$ cat src/hdl/assert_macros.svh
// assertion macros for the rtl, included by the top level
`ifndef ASSERT_MACROS_SVH
`define ASSERT_MACROS_SVH
`ifndef SYNTH
`define ASSERT_IMPLY(label, a, c) label: assert property (@(posedge clk) disable iff (!arst_n) \
	(a) |-> (c)) else $error("assertion failed");
`define ASSERT_DELAY(label, a, n, c) label: assert property (@(posedge clk) disable iff (!arst_n) \
	(a) |-> ##n (c)) else $error("assertion failed");
`else
`define ASSERT_IMPLY(label, a, c)
`define ASSERT_DELAY(label, a, n, c)
`endif
`endif

$ cat src/hdl/pcpf_pkg.sv
// shared types, constants and rotation helpers for the prime form pipeline
package pcpf_pkg;

	localparam int MAX_CLASSES  = 24;
	localparam int BASE_CLASSES = 12;
	localparam int MASK_W       = 24;
	localparam int CARD_W       = 5;
	localparam int SET_W        = MAX_CLASSES;
	localparam int CNT_W        = $clog2(MAX_CLASSES + 1);
	localparam int LATENCY      = MAX_CLASSES + 1;

	localparam logic [SET_W-1:0] BASE_MASK = SET_W'((64'd1 << BASE_CLASSES) - 64'd1);

	typedef logic [SET_W-1:0] set_t;

	typedef struct packed {
		logic             mode;
		set_t             set;
		set_t             inv;
		set_t             pending;
		set_t             best;
		logic             have;
		logic [CNT_W-1:0] count;
	} pcpf_data_t;

	// rotate down by one pitch class within the selected modulus
	function automatic set_t rot1(input set_t x, input logic mode);
		set_t r;
		if (mode) begin
			r = {x[0], x[SET_W-1:1]};
		end else begin
			r = (x >> 1) & BASE_MASK;
			r[BASE_CLASSES-1] = x[0];
		end
		return r;
	endfunction

	// x -> -x mod m
	function automatic set_t invert(input set_t x, input logic mode);
		set_t r;
		r = '0;
		for (int j = 0; j < SET_W; j++) begin
			if (mode) begin
				r[j] = x[(j == 0) ? 0 : (SET_W - j)];
			end else if (j < BASE_CLASSES) begin
				r[j] = x[(j == 0) ? 0 : (BASE_CLASSES - j)];
			end
		end
		return r;
	endfunction

endpackage

$ cat src/hdl/pcpf_entry.sv
// entry stage: masks the set to the modulus and forms its inversion
module pcpf_entry (
	input  logic                      clk,
	input  logic                      arst_n,
	input  logic                      start,
	input  logic [23:0]               member_mask,
	input  logic                      mode,
	output logic                      valid_out,
	output pcpf_pkg::pcpf_data_t      data_out
);
	import pcpf_pkg::*;

	set_t       masked;
	logic       valid_s1;
	pcpf_data_t data_s1;

	assign masked = SET_W'(member_mask) & (mode ? {SET_W{1'b1}} : BASE_MASK);

	always_ff @(posedge clk or negedge arst_n) begin
		if (!arst_n) begin
			valid_s1 <= 1'b0;
		end else begin
			valid_s1 <= start;
		end
	end

	always_ff @(posedge clk) begin
		if (start) begin
			data_s1.mode    <= mode;
			data_s1.set     <= masked;
			data_s1.inv     <= invert(masked, mode);
			data_s1.pending <= masked;
			data_s1.best    <= '0;
			data_s1.have    <= 1'b0;
			data_s1.count   <= '0;
		end
	end

	assign valid_out = valid_s1;
	assign data_out  = data_s1;

endmodule

$ cat src/hdl/pcpf_cell.sv
// one rotation cell: tests the current rotations, keeps the smallest, rotates on
module pcpf_cell (
	input  logic                      clk,
	input  logic                      arst_n,
	input  logic                      valid_in,
	input  pcpf_pkg::pcpf_data_t      data_in,
	output logic                      valid_out,
	output pcpf_pkg::pcpf_data_t      data_out
);
	import pcpf_pkg::*;

	logic       take_set;
	logic       take_inv;
	logic       cand_ok;
	set_t       cand;
	set_t       best_nxt;
	logic       valid_s1;
	pcpf_data_t data_s1;

	assign take_set = data_in.set[0];
	assign take_inv = data_in.inv[0];
	assign cand_ok  = take_set | take_inv;

	always_comb begin
		if (take_set && take_inv) begin
			cand = (data_in.inv < data_in.set) ? data_in.inv : data_in.set;
		end else if (take_set) begin
			cand = data_in.set;
		end else begin
			cand = data_in.inv;
		end
		if (cand_ok && (!data_in.have || (cand < data_in.best))) begin
			best_nxt = cand;
		end else begin
			best_nxt = data_in.best;
		end
	end

	always_ff @(posedge clk or negedge arst_n) begin
		if (!arst_n) begin
			valid_s1 <= 1'b0;
		end else begin
			valid_s1 <= valid_in;
		end
	end

	always_ff @(posedge clk) begin
		if (valid_in) begin
			data_s1.mode    <= data_in.mode;
			data_s1.set     <= rot1(data_in.set, data_in.mode);
			data_s1.inv     <= rot1(data_in.inv, data_in.mode);
			data_s1.pending <= data_in.pending >> 1;
			data_s1.best    <= best_nxt;
			data_s1.have    <= data_in.have | cand_ok;
			data_s1.count   <= data_in.count + CNT_W'(data_in.pending[0]);
		end
	end

	assign valid_out = valid_s1;
	assign data_out  = data_s1;

endmodule

$ cat src/hdl/pitch_class_prime_form_top.sv
// Prime form of a pitch-class set under transposition and inversion, Rahn ordering.
// A new set is taken on every clock (busy is always low) and its result appears on
// done, prime_form_mask and cardinality after passing one entry stage that masks
// and inverts the set, then one rotation cell per pitch class of the larger modulus,
// each a register stage. The result is shown for a single cycle and cannot be held off,
// so the receiver must take it when done is high.
`include "assert_macros.svh"
module pitch_class_prime_form_top (
	input  logic        clk,
	input  logic        arst_n,
	input  logic        start,
	output logic        busy,
	input  logic [23:0] member_mask,
	input  logic        cfg_wr_en,
	input  logic        cfg_wr_data,
	output logic        done,
	output logic [23:0] prime_form_mask,
	output logic [4:0]  cardinality
);
	import pcpf_pkg::*;

	logic       modulus_select_q;
	logic       chain_v [MAX_CLASSES+1];
	pcpf_data_t chain_d [MAX_CLASSES+1];

	always_ff @(posedge clk or negedge arst_n) begin
		if (!arst_n) begin
			modulus_select_q <= 1'b1;
		end else if (cfg_wr_en) begin
			modulus_select_q <= cfg_wr_data;
		end
	end

	assign busy = 1'b0;

	pcpf_entry u_entry (
		.clk         (clk),
		.arst_n      (arst_n),
		.start       (start && !busy),
		.member_mask (member_mask),
		.mode        (modulus_select_q),
		.valid_out   (chain_v[0]),
		.data_out    (chain_d[0])
	);

	for (genvar i = 0; i < MAX_CLASSES; i++) begin : g_cell
		pcpf_cell u_cell (
			.clk       (clk),
			.arst_n    (arst_n),
			.valid_in  (chain_v[i]),
			.data_in   (chain_d[i]),
			.valid_out (chain_v[i+1]),
			.data_out  (chain_d[i+1])
		);
	end

	assign done            = chain_v[MAX_CLASSES];
	assign prime_form_mask = MASK_W'(chain_d[MAX_CLASSES].best);
	assign cardinality     = CARD_W'(chain_d[MAX_CLASSES].count);

	`ASSERT_DELAY(a_transfer_latency, start && !busy, LATENCY, done)
	`ASSERT_IMPLY(a_empty_gives_zero, done && (cardinality == '0), prime_form_mask == '0)
	`ASSERT_IMPLY(a_prime_has_zero, done && chain_d[MAX_CLASSES].have, prime_form_mask[0])

endmodule
$ cat config.mk
export PLATFORM = sky130hd
export DESIGN_NAME = pitch_class_prime_form_top
export DESIGN_NICKNAME = d
export VERILOG_FILES = /design/src/hdl/pcpf_pkg.sv /design/src/hdl/pcpf_entry.sv /design/src/hdl/pcpf_cell.sv /design/src/hdl/pitch_class_prime_form_top.sv
export VERILOG_INCLUDE_DIRS = /design/src /design/src/hdl
export SDC_FILE = /design/constraint.sdc
export NUM_CORES = 2
export LEC_CHECK = 0
export ABC_AREA = 1
export CAP_MARGIN = 15
export CORE_MARGIN = 3
export CORE_UTILIZATION = 40
export CTS_CLUSTER_DIAMETER = 80
export DETAILED_ROUTE_END_ITERATION = 12
export DONT_BUFFER_PORTS = 1
export GPL_TIMING_DRIVEN = 0
export RECOVER_POWER = 100
export SYNTH_ARGS = -nofsm -noshare
export SYNTH_HDL_FRONTEND = slang
export SYNTH_SLANG_ARGS = --single-unit
$ cat constraint.sdc
create_clock -name clk -period 6.54 [get_ports clk]
set_clock_uncertainty 0.05 [all_clocks]
set_input_delay 0 -clock clk [delete_from_list [all_inputs] [get_ports clk]]
set_output_delay 0 -clock clk [all_outputs]
set_load 0.03 [all_outputs]
# Yosys cells after proc, flatten, opt, wreduce, memory -nomap -nowiden
# Index checks and enable logic that the tools add are counted.
dict set report op_classes {
  n_bitwise 47
  order_cmp 47
  n_mux 153
  reduce_logical 93
  n_addsub 23
}
# cell n
set ops {}
lappend ops {{two-way mux 24 bit} 96}
lappend ops {{< comparator 24 bit} 47}
lappend ops {{two-way mux 12 bit} 46}
lappend ops {{adder 5 x 1 -> 5 bit} 22}
lappend ops {{logical AND 1 bit} 47}
lappend ops {{OR 1 bit} 46}
lappend ops {{bitwise AND 24 bit} 1}
lappend ops {{zero test 1 bit} 23}
lappend ops {{logical OR 1 bit} 23}
lappend ops {{two-way mux 1 bit} 11}
lappend ops {{adder 1 x 1 -> 2 bit} 1}
dict set report totals {
  output_inout_bits 31
  ff_bits 2192
}

# Logic depth before layout (Yosys ltp)
dict set report depth {
  ltp_word 7
  ltp_mapped 29
}

# Modules after synthesis
# A second synthesis with hierarchy kept.
dict set report unflattened {
  hier_cells 15425
  area_unflattened_um2 140577.3
}
# mod area_each_um2 cells_per_inst n_inst
set by_module_without_submodules {}
lappend by_module_without_submodules {pcpf_cell 5764.3 635 24}
lappend by_module_without_submodules {pcpf_entry 2182.1 178 1}
lappend by_module_without_submodules {pitch_class_prime_form_top 52.6 7 1}

# Worst setup path after synthesis
# No wires, ideal clock.
dict set report synth_timing {
  kind {reg2reg}
  startpoint {register g_cell[10].u_cell.data_s1 (netlist bit g_cell[10].u_cell.data_out[75])}
  endpoint {register g_cell[11].u_cell.data_s1 (netlist bit g_cell[11].u_cell.data_out[27]), data pin}
  period_less_slack_ps 3398
  slack_ps 3142
  required_ps 6237
  setup_time_ps 253
  stages_incl_launch_ff 21
  arrival_time_ps 3095
  n_path_buf 2
  path_cell_list {edfxtp_1 -> ha_1 -> a21oi_1 -> o21a_1 -> nand2_1 -> a21oi_1 -> clkbuf_1 -> nand3_1 -> a31oi_1 -> ha_1 -> a21oi_1 -> nor2_1 -> nor3b_1 -> nand2_1 -> nand2_1 -> nand2_1 -> nand2_1 -> o21ai_0 -> buf_2 -> nand2_1 -> nand2_1}
}
dict set report synth_via {
  elab_chain_cells 7
  elab_cells_between_ends 8
  classes_between {order compare (2); mux (4); reduce/logical (2)}
}
# element line_no
set synth_lines {}
lappend synth_lines {{start, declared} pcpf_cell.sv:18} ;# pcpf_data_t data_s1;
lappend synth_lines {{< comparator 24 bit} pcpf_cell.sv:26} ;# cand = (data_in.inv < data_in.set) ? data_in.inv : data_in.set;
lappend synth_lines {{two-way mux 24 bit} pcpf_cell.sv:26}
lappend synth_lines {{two-way mux 24 bit (*)} pcpf_cell.sv:25} ;# if (take_set && take_inv) begin
lappend synth_lines {{< comparator 24 bit} pcpf_cell.sv:32} ;# if (cand_ok && (!data_in.have || (cand < data_in.best))) begin
lappend synth_lines {{logical OR 1 bit} pcpf_cell.sv:32}
lappend synth_lines {{logical AND 1 bit} pcpf_cell.sv:32}
lappend synth_lines {{two-way mux 24 bit (*)} pcpf_cell.sv:32}
lappend synth_lines {{net g_cell[11].u_cell.best_nxt[21]} pcpf_cell.sv:16} ;# set_t best_nxt;
lappend synth_lines {{end, declared} pcpf_cell.sv:18}
# The timed path passes the listed nets; every way through them passes the cells marked *.
# A chain may end at the register's enable or synchronous reset.

# Final worst setup path
dict set report layout_timing {
  startpoint {register g_cell[8].u_cell.data_s1 (netlist bit g_cell[8].u_cell.data_out[78])}
  endpoint {register g_cell[9].u_cell.data_s1 (netlist bit g_cell[9].u_cell.data_out[19]), data pin}
}
dict set report layout_via {
  elab_chain_cells 7
  elab_cells_between_ends 10
  classes_between {order compare (2); mux (4); bitwise (1); reduce/logical (3)}
}
# element line_no
set layout_lines {}
lappend layout_lines {{start, declared} pcpf_cell.sv:18}
lappend layout_lines {{< comparator 24 bit} pcpf_cell.sv:26}
lappend layout_lines {{two-way mux 24 bit} pcpf_cell.sv:26}
lappend layout_lines {{two-way mux 24 bit} pcpf_cell.sv:25}
lappend layout_lines {{< comparator 24 bit} pcpf_cell.sv:32}
lappend layout_lines {{logical OR 1 bit} pcpf_cell.sv:32}
lappend layout_lines {{logical AND 1 bit} pcpf_cell.sv:32}
lappend layout_lines {{two-way mux 24 bit (*)} pcpf_cell.sv:32}
lappend layout_lines {{net g_cell[9].u_cell.best_nxt[13]} pcpf_cell.sv:16}
lappend layout_lines {{end, declared} pcpf_cell.sv:18}
# Marked as above.

==> impl_metrics.toml <==
[timing]
rsz0062_at_grt = "false"
tightestPinTransition_ns = 4.173
post-route-min-period_ns = 5.560
hold_viol = 0
relSlewSlack_pct = -178.2
period_share_pct = 85.02
max_freq_ghz = 0.1799
finalMaxSlewViolations = 1749
setup_violations = 0
tns_ns = 0

[synth]
ys.flop_type = "edfxtp_1"
syn_avg_cell_area_um2 = 8.833
ys_ff_latch = 2106
ys_seq_area_share_pct = 50.78
synth_edf_count = 2080
syn-cell-area_mm2 = 0.1243
synth_cell_type_count = 42
yosysWarnings = 0
syn_nets = 15212
syn-instance-count = 14070
async_flop_share_pct = 1.235

[pwr]
power_mw = 39.46
p_seq_share_pct = 45.5
power_leakage_nw = 65.42
irDropWorstVdd_mv = 0.3017
power.internal_mw = 27.22
powerDensity_mw_per_mm2 = 287.7
clkPwrFrac_pct = 33.8
switchingPower_mw = 12.23
p_comb_share_pct = 20.8
swShare_pct = 31.01

[status]
violations = "capacitance limit, slew limit"
status = "finished with violations"

[min_path]
worstHoldPathType = "input pin to register"
min_to = "u_entry.data_out[54]$_DFFE_PP_"
min-delay-start = "member_mask[0]"
hold-path-cell-count = 2

[worst_setup_path]
cp_cell_sequence = "clkbuf_1 > nand2_1 > nand2_1 > nand2_1 > nand2_1 > nand2_1 > nand2_1 > nand2_1 > nand2_1 > clkbuf_1 > nand3_1 > a31oi_1 > ha_1 > a21oi_1 > nor2_1 > nor3b_1 > nand2_1 > nand2_1 > nand2_1 > a21oi_1 > clkbuf_1 > nand3_1 > nand2_1"
crit_path_max_fanout = 10
reg2regPathDepth = 23
critical_path_class = "register to register"
required_ns = 7.22
r2r-start = "g_cell[8].u_cell.data_out[78]$_DFFE_PP_"
start_kind = "register"
ff2ff_setup_slack_ns = 0.98
cp_top_family = "simple AND/OR/NAND/NOR gates"
slowest_stage = "edfxtp_1"
r2r_end = "g_cell[9].u_cell.data_out[19]$_DFFE_PP_"
cp.arrival_ns = 6.24
path_depth = 23
critPathBufInv = 3
worst_path_largest_cell_delay_ns = 0.53
end_kind = "register"
cp_common_cell = "nand2_1"

[floorplan]
start_util_pct = 40.21
core_mm2 = 0.3091
die_area_mm2 = 0.3174
chipWidth_um = 563.4
rows = 204
die_h_um = 563.4
io_pins = 60

[clock_network]
clkSinkCount = 2106
clk_pin_slew_ns = 0.07
numCtsBuffers = 231
tritoncts = "yes"
cts_max_path_buffers = 4
cts.htree.levels = 4
cts_root_buf = "clkbuf_16"
clk_latency_ns = 0.95

[route]
wl_per_cell_um = 17.49
ant_nets = 0
dr_total_vias = 95302
drc = 0
drtIter0Drc = 9197
first_pass_iters = 8
viasPerCell = 5.095
wl_um = 327100

[place]
port-buffer-count = 0
dp_hpwl_um = 255300
place_congestion = 0.8999

[grt]
grt_usage_pct = 20.18
grt_pass1_vias = 89753
grt_max_degree = 77
grt_pass1_wl_um = 510600
overflow = 0
antenna_found_initial = 10

[cells_and_area]
num-nets-final = 15533
syn2layout_area_growth_pct = 10.37
drive_gt1_share_pct = 3.895

[job]
maxCapViolCount = 25
power groups by stage:
| stage | Combinational (mW) | Sequential [mW] | Clock [mW] |
|---|---|---|---|
| after global routing | 9.43 | 18.1 | 14.2 |
| after global placement | 7.88 | 18.4 | 0 |
| after detailed placement | 8.23 | 18.2 | 0 |
| after CTS | 8.33 | 17.9 | 13.6 |
| final | 8.19 | 17.9 | 13.3 |
| after floorplan | 5.83 | 17.7 | 0 |
sequential cells by signal, summed over array words and instances (netlist names):
signal and count:
modulus_select_q 1, g_cell.u_cell.valid_out 24, u_entry.data_out 48, g_cell.u_cell.data_out 2032
u_entry.valid_out 1
metrics by stage:
step | utilization [%] | std cells | setup WS, ns | hold slack (ns) | area, um2
after global routing | 44.37 | 18703 | 0.5891 | 0.1701 | 137200
after floorplan | - | 14070 | 3.142 | -0.3456 | 124300
after CTS | 44.82 | 18702 | 1.619 | 0.008825 | 138500
after global placement | 41.88 | 18190 | 1.703 | -0.3396 | 129400
final | 44.38 | 18706 | 0.9800 | 0.2173 | 137200
after detailed placement | 42.12 | 18214 | 1.667 | -0.3398 | 130200
per-layer routing:
metal  share of wire [%]  up-vias  wire, um  global-route usage, %
met5              0.0037        -        12                      0
met4                 2.8        2      9245                  5.540
met3                 6.6      570     21630                  2.946
met2                  47     2949    153000                  33.55
met1                  44    44501    143200                  27.41
li1                    -    47280         -                      -
worst max path at each step:
stage / slack, ns / endpoint / from
5_1_grt: 0.59 / g_cell[21].u_cell.data_out[25]$_DFFE_PP_ / g_cell[20].u_cell.data_out[95]$_SDFFCE_PN0P_
4_1_cts: 1.62 / g_cell[17].u_cell.data_out[23]$_DFFE_PP_ / g_cell[16].u_cell.data_out[93]$_SDFFCE_PN0P_
3_3_place_gp: 1.70 / g_cell[17].u_cell.data_out[25]$_DFFE_PP_ / g_cell[16].u_cell.data_out[69]$_SDFFCE_PN0P_
2_1_floorplan: 3.14 / g_cell[11].u_cell.data_out[27]$_DFFE_PP_ / g_cell[10].u_cell.data_out[75]$_SDFFCE_PN0P_
6_report: 0.98 / g_cell[9].u_cell.data_out[19]$_DFFE_PP_ / g_cell[8].u_cell.data_out[78]$_DFFE_PP_
3_5_place_dp: 1.67 / g_cell[17].u_cell.data_out[25]$_DFFE_PP_ / g_cell[16].u_cell.data_out[93]$_SDFFCE_PN0P_
cells in the mapped netlist, drive strengths merged (2+ instances only):
library cell / n / area share (%)
nand2: 3838 / 12
inv: 2535 / 7.7
edfxtp: 2080 / 50
nand3: 1679 / 6.8
ha: 1113 / 11
a21oi: 719 / 3.1
nor2: 611 / 1.9
buf: 292 / 1.4
a31oi: 244 / 1.2
clkbuf: 242 / 0.73
o22ai: 235 / 1.2
o21ai: 125 / 0.55
nand4: 70 / 0.35
o21a: 62 / 0.37
nor3: 41 / 0.17
xnor2: 38 / 0.27
a21o: 27 / 0.16
dfrtp: 25 / 0.50
or2: 24 / 0.12
nor3b: 22 / 0.13
xor2: 22 / 0.16
clkinv: 9 / 0.027
nor2b: 5 / 0.025
nor4: 4 / 0.020
nand3b: 2 / 0.012
o21bai: 2 / 0.012
cell type report:
cell class / instances / area (um2)
diodes: 4 / 10.01
plain buffers: 534 / 2310
clock buffers: 268 / 5941
clock inverters: 156 / 1720
fillers: 30009 / 171900
inverters: 2544 / 9549
multi-input cells: 8886 / 48660
flip-flops and latches: 2106 / 63110
well taps: 4120 / 5155
repair buffers: 88 / 711.9
cell families after synthesis:
logic type / synth area share (%)
fa+ha+maj: 11.20
simple gates: 21.19
buf+inv: 9.833
flops: 50.78
compound gates: 6.565
xor+xnor: 0.4228
other cells: 0.003017
timing repair:
action	4_1_cts	5_1_grt
hold endpoints to repair	123	0
gates resized for setup	0	0
setup buffers	0	0
hold buffers	64	0
cell usage in the layout, fill, tap and decap left out, drive strengths merged, types with 235 or more instances in the layout:
cell type,n
a31oi,244
nand3,1679
edfxtp,2080
clkbuf,655
nor2,611
nand2,3838
inv,2549
a21oi,719
o22ai,235
ha,1113
Power figures use the tool's default switching activity.
